==> src/rtl/vlm_pkg.sv <==
// ----------------------------------------------------------------------------
// vlm_pkg
// Shared widths, codes and types of the velocity limit monitor.
// ----------------------------------------------------------------------------
package vlm_pkg;

  // velocity sample width (signed Q4.12 at 16 bits)
  localparam int VEL_WIDTH = 16;

  // derived widths
  localparam int VEL_SQ_W  = 2 * VEL_WIDTH;
  localparam int SUM_W     = VEL_SQ_W + 2;
  localparam int LIM_W     = 15;
  localparam int LIM_SQ_W  = 2 * LIM_W;
  localparam int CMP_W     = (SUM_W > LIM_SQ_W) ? SUM_W : LIM_SQ_W;
  localparam int AXIS_W    = (VEL_WIDTH > LIM_W) ? VEL_WIDTH : LIM_W;
  localparam int MODE_W    = 2;
  localparam int LEVEL_W   = 2;
  localparam int CODE_W    = 2;
  localparam int CFG_IDX_W = 4;
  localparam int CFG_DATA_W = 16;

  // register indexes
  localparam logic [CFG_IDX_W-1:0] REG_MONITOR_ENABLE = CFG_IDX_W'(0);
  localparam logic [CFG_IDX_W-1:0] REG_MAX_LIN_SPEED  = CFG_IDX_W'(1);
  localparam logic [CFG_IDX_W-1:0] REG_AXIS_LIMIT_X   = CFG_IDX_W'(2);
  localparam logic [CFG_IDX_W-1:0] REG_AXIS_LIMIT_Y   = CFG_IDX_W'(3);
  localparam logic [CFG_IDX_W-1:0] REG_AXIS_LIMIT_Z   = CFG_IDX_W'(4);
  localparam logic [CFG_IDX_W-1:0] REG_ANG_SPEED_LIM  = CFG_IDX_W'(5);
  localparam logic [CFG_IDX_W-1:0] REG_AXIS_MODE      = CFG_IDX_W'(6);
  localparam logic [CFG_IDX_W-1:0] REG_SAFETY_LEVEL   = CFG_IDX_W'(7);

  // limit modes
  localparam logic [MODE_W-1:0] MODE_NONE = MODE_W'(0);
  localparam logic [MODE_W-1:0] MODE_AXIS = MODE_W'(1);

  // safety levels
  localparam logic [LEVEL_W-1:0] LEVEL_LOW    = LEVEL_W'(0);
  localparam logic [LEVEL_W-1:0] LEVEL_MEDIUM = LEVEL_W'(1);

  // commands
  localparam logic CMD_CHECK      = 1'b0;
  localparam logic CMD_RESET_STOP = 1'b1;

  // violation codes
  localparam logic [CODE_W-1:0] VIOL_SAFE    = CODE_W'(0);
  localparam logic [CODE_W-1:0] VIOL_LINEAR  = CODE_W'(1);
  localparam logic [CODE_W-1:0] VIOL_AXIS    = CODE_W'(2);
  localparam logic [CODE_W-1:0] VIOL_ANGULAR = CODE_W'(3);

  // reset values of the limits
  localparam logic [LIM_W-1:0] MAX_LIN_RST   = LIM_W'(4096);
  localparam logic [LIM_W-1:0] AXIS_LIM_RST  = LIM_W'(32767);
  localparam logic [LIM_W-1:0] ANG_LIM_RST   = LIM_W'(32767);
  localparam logic [LIM_SQ_W-1:0] MAX_LIN_SQ_RST =
    LIM_SQ_W'(MAX_LIN_RST) * LIM_SQ_W'(MAX_LIN_RST);
  localparam logic [LIM_SQ_W-1:0] ANG_SQ_RST =
    LIM_SQ_W'(ANG_LIM_RST) * LIM_SQ_W'(ANG_LIM_RST);

  // configuration as seen by the datapath (speed limits kept squared)
  typedef struct packed {
    logic                monitor_enable;
    logic [LIM_SQ_W-1:0] max_lin_sq;
    logic [LIM_W-1:0]    axis_limit_x;
    logic [LIM_W-1:0]    axis_limit_y;
    logic [LIM_W-1:0]    axis_limit_z;
    logic [LIM_SQ_W-1:0] ang_sq;
    logic [MODE_W-1:0]   axis_limit_mode;
    logic [LEVEL_W-1:0]  safety_level;
  } cfg_t;

  // beat between the square stage and the decision stage
  typedef struct packed {
    logic                valid;
    logic                command;
    logic [VEL_SQ_W-1:0] lin_sq_x;
    logic [VEL_SQ_W-1:0] lin_sq_y;
    logic [VEL_SQ_W-1:0] lin_sq_z;
    logic [VEL_SQ_W-1:0] ang_sq_x;
    logic [VEL_SQ_W-1:0] ang_sq_y;
    logic [VEL_SQ_W-1:0] ang_sq_z;
    logic                axis_over;
  } sq_beat_t;

endpackage

==> src/rtl/vlm_ifs.sv <==
// ----------------------------------------------------------------------------
// vlm channel interfaces
// Valid/ready channels for samples, results and register writes.
// ----------------------------------------------------------------------------
interface vlm_in_if;
  import vlm_pkg::*;

  logic                        valid;
  logic                        ready;
  logic                        command;
  logic signed [VEL_WIDTH-1:0] lin_x;
  logic signed [VEL_WIDTH-1:0] lin_y;
  logic signed [VEL_WIDTH-1:0] lin_z;
  logic signed [VEL_WIDTH-1:0] ang_x;
  logic signed [VEL_WIDTH-1:0] ang_y;
  logic signed [VEL_WIDTH-1:0] ang_z;

  modport source (output valid, command, lin_x, lin_y, lin_z, ang_x, ang_y, ang_z,
                  input ready);
  modport sink (input valid, command, lin_x, lin_y, lin_z, ang_x, ang_y, ang_z,
                output ready);
endinterface

interface vlm_out_if;
  import vlm_pkg::*;

  logic              valid;
  logic              ready;
  logic [CODE_W-1:0] violation;
  logic              stop_active;
  logic              stop_raised;

  modport source (output valid, violation, stop_active, stop_raised, input ready);
  modport sink (input valid, violation, stop_active, stop_raised, output ready);
endinterface

interface vlm_cfg_if;
  import vlm_pkg::*;

  logic                  valid;
  logic                  ready;
  logic [CFG_IDX_W-1:0]  index;
  logic [CFG_DATA_W-1:0] data;

  modport source (output valid, index, data, input ready);
  modport sink (input valid, index, data, output ready);
endinterface

==> src/rtl/velocity_limit_monitor.sv <==
// ----------------------------------------------------------------------------
// velocity_limit_monitor
// Checks velocity samples against speed and per-axis limits, keeps a
// latched emergency stop.
// ----------------------------------------------------------------------------
//  channel   dir  handshake      payload
//  in_ch     in   valid/ready    command, lin_x/y/z, ang_x/y/z
//  out_ch    out  valid/ready    violation, stop_active, stop_raised
//  cfg_ch    in   valid/ready    index, data (ready always high)
//
//  One beat per cycle while the output is not stalled; a result passes the
//  input register and then the result register before it is valid.
//  Six parallel squarers, the three-term sums and the compares sit between
//  the two registers.
//  Synchronous active-low reset clears the stop latch, the stage valids and
//  loads the register reset values.
//  A stalled output holds its result and backs pressure up to the input.
// ----------------------------------------------------------------------------
module velocity_limit_monitor (
  input logic       clk,
  input logic       rst_n,
  vlm_in_if.sink    in_ch,
  vlm_out_if.source out_ch,
  vlm_cfg_if.sink   cfg_ch
);
  import vlm_pkg::*;

  cfg_t     cfg;
  sq_beat_t sq_beat;
  logic     sq_ready;

  // register file
  vlm_cfg_regs u_cfg_regs (
    .clk    (clk),
    .rst_n  (rst_n),
    .cfg_ch (cfg_ch),
    .cfg    (cfg)
  );

  // input register and square logic
  vlm_square_stage u_square_stage (
    .clk      (clk),
    .rst_n    (rst_n),
    .in_ch    (in_ch),
    .cfg      (cfg),
    .sq_beat  (sq_beat),
    .sq_ready (sq_ready)
  );

  // decision and result stage
  vlm_decide u_decide (
    .clk      (clk),
    .rst_n    (rst_n),
    .cfg      (cfg),
    .sq_beat  (sq_beat),
    .sq_ready (sq_ready),
    .out_ch   (out_ch)
  );

endmodule

==> src/rtl/vlm_cfg_regs.sv <==
// ----------------------------------------------------------------------------
// vlm_cfg_regs
// Register file; speed limits are squared when written.
// ----------------------------------------------------------------------------
module vlm_cfg_regs (
  input  logic          clk,
  input  logic          rst_n,
  vlm_cfg_if.sink       cfg_ch,
  output vlm_pkg::cfg_t cfg
);
  import vlm_pkg::*;

  cfg_t              cfg_r;
  logic [LIM_W-1:0]  wr_lim;
  logic [LIM_SQ_W-1:0] wr_lim_sq;

  // writes always taken
  assign cfg_ch.ready = 1'b1;

  // square of the written limit
  assign wr_lim    = cfg_ch.data[LIM_W-1:0];
  assign wr_lim_sq = LIM_SQ_W'(wr_lim) * LIM_SQ_W'(wr_lim);

  // register write
  always_ff @(posedge clk) begin
    if (!rst_n) begin
      cfg_r.monitor_enable  <= 1'b1;
      cfg_r.max_lin_sq      <= MAX_LIN_SQ_RST;
      cfg_r.axis_limit_x    <= AXIS_LIM_RST;
      cfg_r.axis_limit_y    <= AXIS_LIM_RST;
      cfg_r.axis_limit_z    <= AXIS_LIM_RST;
      cfg_r.ang_sq          <= ANG_SQ_RST;
      cfg_r.axis_limit_mode <= MODE_NONE;
      cfg_r.safety_level    <= LEVEL_MEDIUM;
    end else if (cfg_ch.valid) begin
      case (cfg_ch.index)
        REG_MONITOR_ENABLE: cfg_r.monitor_enable  <= cfg_ch.data[0];
        REG_MAX_LIN_SPEED:  cfg_r.max_lin_sq      <= wr_lim_sq;
        REG_AXIS_LIMIT_X:   cfg_r.axis_limit_x    <= wr_lim;
        REG_AXIS_LIMIT_Y:   cfg_r.axis_limit_y    <= wr_lim;
        REG_AXIS_LIMIT_Z:   cfg_r.axis_limit_z    <= wr_lim;
        REG_ANG_SPEED_LIM:  cfg_r.ang_sq          <= wr_lim_sq;
        REG_AXIS_MODE:      cfg_r.axis_limit_mode <= cfg_ch.data[MODE_W-1:0];
        REG_SAFETY_LEVEL:   cfg_r.safety_level    <= cfg_ch.data[LEVEL_W-1:0];
        default: ;
      endcase
    end
  end

  assign cfg = cfg_r;

endmodule

==> src/rtl/vlm_square_stage.sv <==
// ----------------------------------------------------------------------------
// vlm_square_stage
// Input register, then magnitudes, squares and per-axis checks.
// ----------------------------------------------------------------------------
module vlm_square_stage (
  input  logic              clk,
  input  logic              rst_n,
  vlm_in_if.sink            in_ch,
  input  vlm_pkg::cfg_t     cfg,
  output vlm_pkg::sq_beat_t sq_beat,
  input  logic              sq_ready
);
  import vlm_pkg::*;

  function automatic logic [VEL_WIDTH-1:0] magnitude(input logic [VEL_WIDTH-1:0] v);
    logic [VEL_WIDTH-1:0] neg;
    neg = ~v + VEL_WIDTH'(1);
    return v[VEL_WIDTH-1] ? neg : v;
  endfunction

  logic                 s1_valid_r;
  logic                 s1_cmd_r;
  logic [VEL_WIDTH-1:0] s1_lx_r, s1_ly_r, s1_lz_r;
  logic [VEL_WIDTH-1:0] s1_ax_r, s1_ay_r, s1_az_r;
  logic                 in_ready;
  logic [VEL_WIDTH-1:0] mag_lx, mag_ly, mag_lz, mag_ax, mag_ay, mag_az;
  sq_beat_t             sq_calc;

  // stage handshake
  assign in_ready     = !s1_valid_r || sq_ready;
  assign in_ch.ready  = in_ready;

  // input register
  always_ff @(posedge clk) begin
    if (!rst_n) begin
      s1_valid_r <= 1'b0;
    end else if (in_ready) begin
      s1_valid_r <= in_ch.valid;
    end
  end

  always_ff @(posedge clk) begin
    if (in_ch.valid && in_ready) begin
      s1_cmd_r <= in_ch.command;
      s1_lx_r  <= in_ch.lin_x;
      s1_ly_r  <= in_ch.lin_y;
      s1_lz_r  <= in_ch.lin_z;
      s1_ax_r  <= in_ch.ang_x;
      s1_ay_r  <= in_ch.ang_y;
      s1_az_r  <= in_ch.ang_z;
    end
  end

  // magnitudes
  assign mag_lx = magnitude(s1_lx_r);
  assign mag_ly = magnitude(s1_ly_r);
  assign mag_lz = magnitude(s1_lz_r);
  assign mag_ax = magnitude(s1_ax_r);
  assign mag_ay = magnitude(s1_ay_r);
  assign mag_az = magnitude(s1_az_r);

  // squares and per-axis checks
  always_comb begin
    sq_calc.valid     = s1_valid_r;
    sq_calc.command   = s1_cmd_r;
    sq_calc.lin_sq_x  = VEL_SQ_W'(mag_lx) * VEL_SQ_W'(mag_lx);
    sq_calc.lin_sq_y  = VEL_SQ_W'(mag_ly) * VEL_SQ_W'(mag_ly);
    sq_calc.lin_sq_z  = VEL_SQ_W'(mag_lz) * VEL_SQ_W'(mag_lz);
    sq_calc.ang_sq_x  = VEL_SQ_W'(mag_ax) * VEL_SQ_W'(mag_ax);
    sq_calc.ang_sq_y  = VEL_SQ_W'(mag_ay) * VEL_SQ_W'(mag_ay);
    sq_calc.ang_sq_z  = VEL_SQ_W'(mag_az) * VEL_SQ_W'(mag_az);
    sq_calc.axis_over = (AXIS_W'(mag_lx) > AXIS_W'(cfg.axis_limit_x)) ||
                        (AXIS_W'(mag_ly) > AXIS_W'(cfg.axis_limit_y)) ||
                        (AXIS_W'(mag_lz) > AXIS_W'(cfg.axis_limit_z));
  end

  assign sq_beat = sq_calc;

endmodule

==> src/rtl/vlm_decide.sv <==
// ----------------------------------------------------------------------------
// vlm_decide
// Magnitude compares, violation code, stop latch and result register.
// ----------------------------------------------------------------------------
module vlm_decide (
  input  logic              clk,
  input  logic              rst_n,
  input  vlm_pkg::cfg_t     cfg,
  input  vlm_pkg::sq_beat_t sq_beat,
  output logic              sq_ready,
  vlm_out_if.source         out_ch
);
  import vlm_pkg::*;

  logic [CMP_W-1:0]  lin_sum;
  logic [CMP_W-1:0]  ang_sum;
  logic              lin_over;
  logic              ang_over;
  logic [CODE_W-1:0] code;
  logic              raised;
  logic              latch_nxt;
  logic              take;
  logic              stop_latch_r;
  logic              out_valid_r;
  logic [CODE_W-1:0] viol_r;
  logic              active_r;
  logic              raised_r;

  // handshake
  assign sq_ready = !out_valid_r || out_ch.ready;
  assign take     = sq_beat.valid && sq_ready;

  // squared magnitudes against squared limits
  assign lin_sum  = CMP_W'(sq_beat.lin_sq_x) + CMP_W'(sq_beat.lin_sq_y) +
                    CMP_W'(sq_beat.lin_sq_z);
  assign ang_sum  = CMP_W'(sq_beat.ang_sq_x) + CMP_W'(sq_beat.ang_sq_y) +
                    CMP_W'(sq_beat.ang_sq_z);
  assign lin_over = lin_sum > CMP_W'(cfg.max_lin_sq);
  assign ang_over = ang_sum > CMP_W'(cfg.ang_sq);

  // first failing check decides the code
  always_comb begin
    code      = VIOL_SAFE;
    raised    = 1'b0;
    latch_nxt = stop_latch_r;
    if (sq_beat.command == CMD_RESET_STOP) begin
      latch_nxt = 1'b0;
    end else if (cfg.monitor_enable) begin
      if (lin_over) begin
        code = VIOL_LINEAR;
      end else if (cfg.axis_limit_mode != MODE_NONE) begin
        if (sq_beat.axis_over) begin
          code = VIOL_AXIS;
        end else if (cfg.axis_limit_mode != MODE_AXIS && ang_over) begin
          code = VIOL_ANGULAR;
        end
      end
      if (code != VIOL_SAFE && cfg.safety_level != LEVEL_LOW) begin
        raised    = 1'b1;
        latch_nxt = 1'b1;
      end
    end
  end

  // stop latch and result valid
  always_ff @(posedge clk) begin
    if (!rst_n) begin
      stop_latch_r <= 1'b0;
      out_valid_r  <= 1'b0;
    end else begin
      if (take) begin
        stop_latch_r <= latch_nxt;
      end
      if (sq_ready) begin
        out_valid_r <= sq_beat.valid;
      end
    end
  end

  // result payload
  always_ff @(posedge clk) begin
    if (take) begin
      viol_r   <= code;
      active_r <= latch_nxt;
      raised_r <= raised;
    end
  end

  assign out_ch.valid       = out_valid_r;
  assign out_ch.violation   = viol_r;
  assign out_ch.stop_active = active_r;
  assign out_ch.stop_raised = raised_r;

endmodule
==> src/flat_wrapper.sv <==
// flat-port wrapper written by rule: the top's interface ports become plain ports
module velocity_limit_monitor_flat import vlm_pkg::*;
  (clk, rst_n, in_ch_valid, in_ch_command, in_ch_lin_x, in_ch_lin_y, in_ch_lin_z, in_ch_ang_x, in_ch_ang_y, in_ch_ang_z, in_ch_ready, out_ch_valid, out_ch_violation, out_ch_stop_active, out_ch_stop_raised, out_ch_ready, cfg_ch_valid, cfg_ch_index, cfg_ch_data, cfg_ch_ready);
  vlm_in_if in_ch_i ();
  vlm_out_if out_ch_i ();
  vlm_cfg_if cfg_ch_i ();
  input logic clk;
  input logic rst_n;
  input wire logic [$bits(in_ch_i.valid)-1:0] in_ch_valid;
  input wire logic [$bits(in_ch_i.command)-1:0] in_ch_command;
  input wire logic [$bits(in_ch_i.lin_x)-1:0] in_ch_lin_x;
  input wire logic [$bits(in_ch_i.lin_y)-1:0] in_ch_lin_y;
  input wire logic [$bits(in_ch_i.lin_z)-1:0] in_ch_lin_z;
  input wire logic [$bits(in_ch_i.ang_x)-1:0] in_ch_ang_x;
  input wire logic [$bits(in_ch_i.ang_y)-1:0] in_ch_ang_y;
  input wire logic [$bits(in_ch_i.ang_z)-1:0] in_ch_ang_z;
  output wire logic [$bits(in_ch_i.ready)-1:0] in_ch_ready;
  output wire logic [$bits(out_ch_i.valid)-1:0] out_ch_valid;
  output wire logic [$bits(out_ch_i.violation)-1:0] out_ch_violation;
  output wire logic [$bits(out_ch_i.stop_active)-1:0] out_ch_stop_active;
  output wire logic [$bits(out_ch_i.stop_raised)-1:0] out_ch_stop_raised;
  input wire logic [$bits(out_ch_i.ready)-1:0] out_ch_ready;
  input wire logic [$bits(cfg_ch_i.valid)-1:0] cfg_ch_valid;
  input wire logic [$bits(cfg_ch_i.index)-1:0] cfg_ch_index;
  input wire logic [$bits(cfg_ch_i.data)-1:0] cfg_ch_data;
  output wire logic [$bits(cfg_ch_i.ready)-1:0] cfg_ch_ready;
  assign in_ch_i.valid = in_ch_valid;
  assign in_ch_i.command = in_ch_command;
  assign in_ch_i.lin_x = in_ch_lin_x;
  assign in_ch_i.lin_y = in_ch_lin_y;
  assign in_ch_i.lin_z = in_ch_lin_z;
  assign in_ch_i.ang_x = in_ch_ang_x;
  assign in_ch_i.ang_y = in_ch_ang_y;
  assign in_ch_i.ang_z = in_ch_ang_z;
  assign in_ch_ready = in_ch_i.ready;
  assign out_ch_valid = out_ch_i.valid;
  assign out_ch_violation = out_ch_i.violation;
  assign out_ch_stop_active = out_ch_i.stop_active;
  assign out_ch_stop_raised = out_ch_i.stop_raised;
  assign out_ch_i.ready = out_ch_ready;
  assign cfg_ch_i.valid = cfg_ch_valid;
  assign cfg_ch_i.index = cfg_ch_index;
  assign cfg_ch_i.data = cfg_ch_data;
  assign cfg_ch_ready = cfg_ch_i.ready;
  velocity_limit_monitor u_core (.clk(clk), .rst_n(rst_n), .in_ch(in_ch_i), .out_ch(out_ch_i), .cfg_ch(cfg_ch_i));
endmodule
==> config.mk <==
export PLATFORM = sky130hd
export DESIGN_NAME = velocity_limit_monitor_flat
export DESIGN_NICKNAME = d
export VERILOG_FILES = /design/src/rtl/vlm_pkg.sv /design/src/rtl/vlm_ifs.sv /design/src/rtl/velocity_limit_monitor.sv /design/src/rtl/vlm_cfg_regs.sv /design/src/rtl/vlm_square_stage.sv /design/src/rtl/vlm_decide.sv /design/src/flat_wrapper.sv
export SDC_FILE = /design/constraint.sdc
export NUM_CORES = 2
export LEC_CHECK = 0
export ABC_CLOCK_PERIOD_IN_PS = 23900
export BUFFER_PORTS_ARGS = -buffer_cell sky130_fd_sc_hd__clkbuf_2
export CELL_PAD_IN_SITES_DETAIL_PLACEMENT = 1
export CELL_PAD_IN_SITES_GLOBAL_PLACEMENT = 1
export CORE_MARGIN = 3
export CORE_UTILIZATION = 46
export DETAILED_ROUTE_END_ITERATION = 7
export PLACE_DENSITY_LB_ADDON = 0.1
export SYNTH_ARGS = -nofsm -noshare
export SYNTH_HDL_FRONTEND = slang
export SYNTH_SLANG_ARGS = --single-unit
==> constraint.sdc <==
create_clock -name clk -period 23.9 [get_ports clk]
set_clock_uncertainty 0.1 [all_clocks]
set_input_delay 2.39 -clock clk [delete_from_list [all_inputs] [get_ports clk]]
set_output_delay 2.39 -clock clk [all_outputs]
set_load 0.02 [all_outputs]
==> flow_metrics.env <==
export IMPL_clkTransAtPathRegs_ns=0.07
export IMPL_nets=8940
export IMPL_finalSetupViolations=0
export IMPL_cpMostUsedCell="fa_1"
export IMPL_status="complete, no violations"
export IMPL_cts_setup_buffers=0
export IMPL_start_util_pct=46.4
export IMPL_htree_levels=1
export IMPL_cts_buffers=28
export IMPL_grt_pass1_vias=50400
export IMPL_crit_path_start_kind="flop"
export IMPL_die_y_um=370
export IMPL_crit_required_ns=24.20
export IMPL_syn_area_per_cell_um2=9.32
export IMPL_synthArstFlopShare_pct=0
export IMPL_path_buf_inv=7
export IMPL_nFillCells=15300
export IMPL_synthCells=6550
export IMPL_synth_xor_area_share_pct=2.84
export IMPL_cts_sinks=212
export IMPL_cts_root_buf="clkbuf_16"
export IMPL_ys_seq_elements=212
export IMPL_synth_top_family_by_area="adder cells"
export IMPL_gp_congestion=0.873
export IMPL_critPathMaxFanout=18
export IMPL_fin_cells=8512
export IMPL_synth_compound_area_share_pct=5.69
export IMPL_wl_per_cell_um=20.6
export IMPL_grtUsageTotal_pct=26.6
export IMPL_rsz0062_at_grt="no"
export IMPL_path_class="reg2reg"
export IMPL_drc=0
export IMPL_synth_simple_area_share_pct=9.92
export IMPL_worst_pin_slew_ns=1.40
export IMPL_grt_pass1_wl_um=280000
export IMPL_placed_cells=8460
export IMPL_fin_crit_sh_pct=62.3
export IMPL_syn2layout_area_growth_pct=6.96
export IMPL_slew_violations=0
export IMPL_antenna_found_initial=0
export IMPL_via_per_inst=5.08
export IMPL_fin_crit_ns=14.89
export IMPL_multi_input_area_um2=48100
export IMPL_maxCapViolations=0
export IMPL_synth_edf_count=101
export IMPL_yosysWarnings=0
export IMPL_slowest_delay_ns=1.00
export IMPL_final_cell_area_um2=65300
export IMPL_place_area_um2=64400
export IMPL_dp_hpwl_um=155000
export IMPL_cts_buffer_depth=3
export IMPL_antenna_cells=0
export IMPL_first_iter_violations=1654
export IMPL_yosysSeqAreaShare_pct=8.61
export IMPL_final_hold_violation_count=0
export IMPL_critPathTopFamily="adder cells"
export IMPL_synthDistinctLibCells=85
export IMPL_fmax_mhz=67.1
export IMPL_synth_ff_type="dfxtp_1"
export IMPL_crit_path_end_kind="flop"
export IMPL_post_cts_resized=0
export IMPL_final_layout_size_suffix_gt1_share_pct=4.74
export IMPL_hp_class="reg2reg"
export IMPL_synth_mux_area_share_pct=0.102
export IMPL_vias=43200
export IMPL_grt_max_degree=65
export IMPL_cp_data_arrival_time_ns=15.20
export IMPL_io_buffers=126
export IMPL_setup_tns_final_ns=0
export IMPL_antenna_left=0
export IMPL_grt_overflow=0
export IMPL_relSlewSlack_pct=6.13
export IMPL_firstDrtPassIters=5
export IMPL_synthAdderAreaFrac_pct=59.5
export IMPL_dieArea_um2=137000
export IMPL_cts_hold_buf=0
export IMPL_post_route_util_pct=49.6
export IMPL_cts_tree="done"
export IMPL_wl_um=175000
export IMPL_synth_area_um2=61000
export IMPL_num_rows=133
export IMPL_insertion_delay_ns=0.66
export IMPL_pin_count=129
export IMPL_dieWidth_um=370
export IMPL_register_area_um2=5260
export IMPL_worst_path_max_delay_cell="clkinv_1"
export IMPL_coreArea_um2=132000
[worst register-to-register path: cells and delay by family (launching register included)]
kind,cells,cell delay (ns)
AOI/OAI and AO/OA,10,3.33
DFF,1,0.74
buffers and inverters,7,2.19
and+or+nand+nor,8,1.29
adders and majority gates,12,5.81
xor gates and xnor gates,2,1.21
[per-stage QoR]
stage	hold slack, ns	setup slack, ns
after floorplan	0.331	12.44
after global placement	0.353	9.11
after detailed placement	0.361	8.86
after CTS	0.369	8.80
after global routing	0.390	8.57
final	0.365	9.01
[layout by cell type, fill, tap and decap left out, types with 50 or more instances in the layout]
master,n
nor2_1,483
ha_1,715
fa_1,1368
buf_4,77
and2_1,78
edfxtp_1,101
nand2_1,557
a21o_1,53
dfxtp_1,111
o211ai_1,70
nand3_1,50
xnor2_1,107
xor2_1,75
conb_1,80
a21oi_1,109
clkbuf_2,125
inv_1,1983
o21ai_0,97
[synth_stat cells, drive strengths merged, types with 18 or more instances]
cell / n / area share, %
inv: 1991 / 12
fa: 1368 / 45
ha: 715 / 15
nand2: 557 / 3.4
nor2: 483 / 3.0
clkbuf: 123 / 0.81
xnor2: 116 / 1.7
dfxtp: 111 / 3.6
a21oi: 109 / 0.89
edfxtp: 101 / 5.0
o21ai: 101 / 0.84
xor2: 82 / 1.2
and2: 79 / 0.81
o211ai: 70 / 0.86
a21o: 53 / 0.65
nand3: 50 / 0.41
clkinv: 37 / 0.23
a21boi: 32 / 0.39
nand2b: 30 / 0.31
nor3: 30 / 0.25
nand4: 27 / 0.28
nor2b: 27 / 0.28
o21a: 24 / 0.30
a31oi: 18 / 0.18
o31ai: 18 / 0.22
[layout make-up]
class,count,share of cell area (%)
clock inverters,11,0.144
flip-flops and latches,212,8.05
repair buffers,202,1.84
well taps,1755,3.36
inverters,2028,11.7
clock buffers,41,1.29
multi-input cells,4263,73.7
[routing by layer]
metal,vias up,track usage [%],part of all wire (%)
li1,19700,-,-
met1,22500,30.9,39
met2,698,50.2,53
met3,314,1.95,2.7
met4,0,11.2,5.3
met5,-,0,0
[kinds of logic (layout without fill, tap and decap cells)]
logic type / after synthesis / in the layout
AOI/OAI and AO/OA: 518 / 518
xor gates and xnor gates: 198 / 198
adders and majority gates: 2083 / 2083
buffers and inverters: 2153 / 2282
DFF: 212 / 212
muxes: 6 / 6
other: 2 / 80
and+or+nand+nor: 1378 / 1378
[registers in the layout, summed over array words and instances, names as in the netlist, 2 cells and up]
name and cells:
u_core.u_square_stage.s1_ax_r 16, u_core.u_square_stage.s1_ay_r 16, u_core.u_square_stage.s1_lz_r 16, u_core.u_decide.out_ch.violation 2, u_core.u_square_stage.s1_lx_r 16, u_core.u_square_stage.s1_az_r 16, u_core.u_cfg_regs.cfg 108, u_core.u_square_stage.s1_ly_r 16
[worst paths after layout]
check | startpoint | endpoint | slack [ns] | cells past startpoint
worst max register to register | u_core.u_square_stage.s1_ly_r[0]$_DFFE_PP_ | u_core.u_decide.out_ch.violation[0]$_SDFFCE_PP0P_ | 9.01 | 39
worst min-delay path | u_core.u_cfg_regs.cfg[17]$_SDFFE_PN0P_ | u_core.u_cfg_regs.cfg[17]$_SDFFE_PN0P_ | 0.36 | 2
worst max-delay path | u_core.u_square_stage.s1_ly_r[0]$_DFFE_PP_ | u_core.u_decide.out_ch.violation[0]$_SDFFCE_PP0P_ | 9.01 | 39
worst min register to register | u_core.u_cfg_regs.cfg[17]$_SDFFE_PN0P_ | u_core.u_cfg_regs.cfg[17]$_SDFFE_PN0P_ | 0.36 | 2
Power is left out: the tool's default activity adds up to more than one toggle a clock period on the data nets, which glitch-free logic cannot reach.
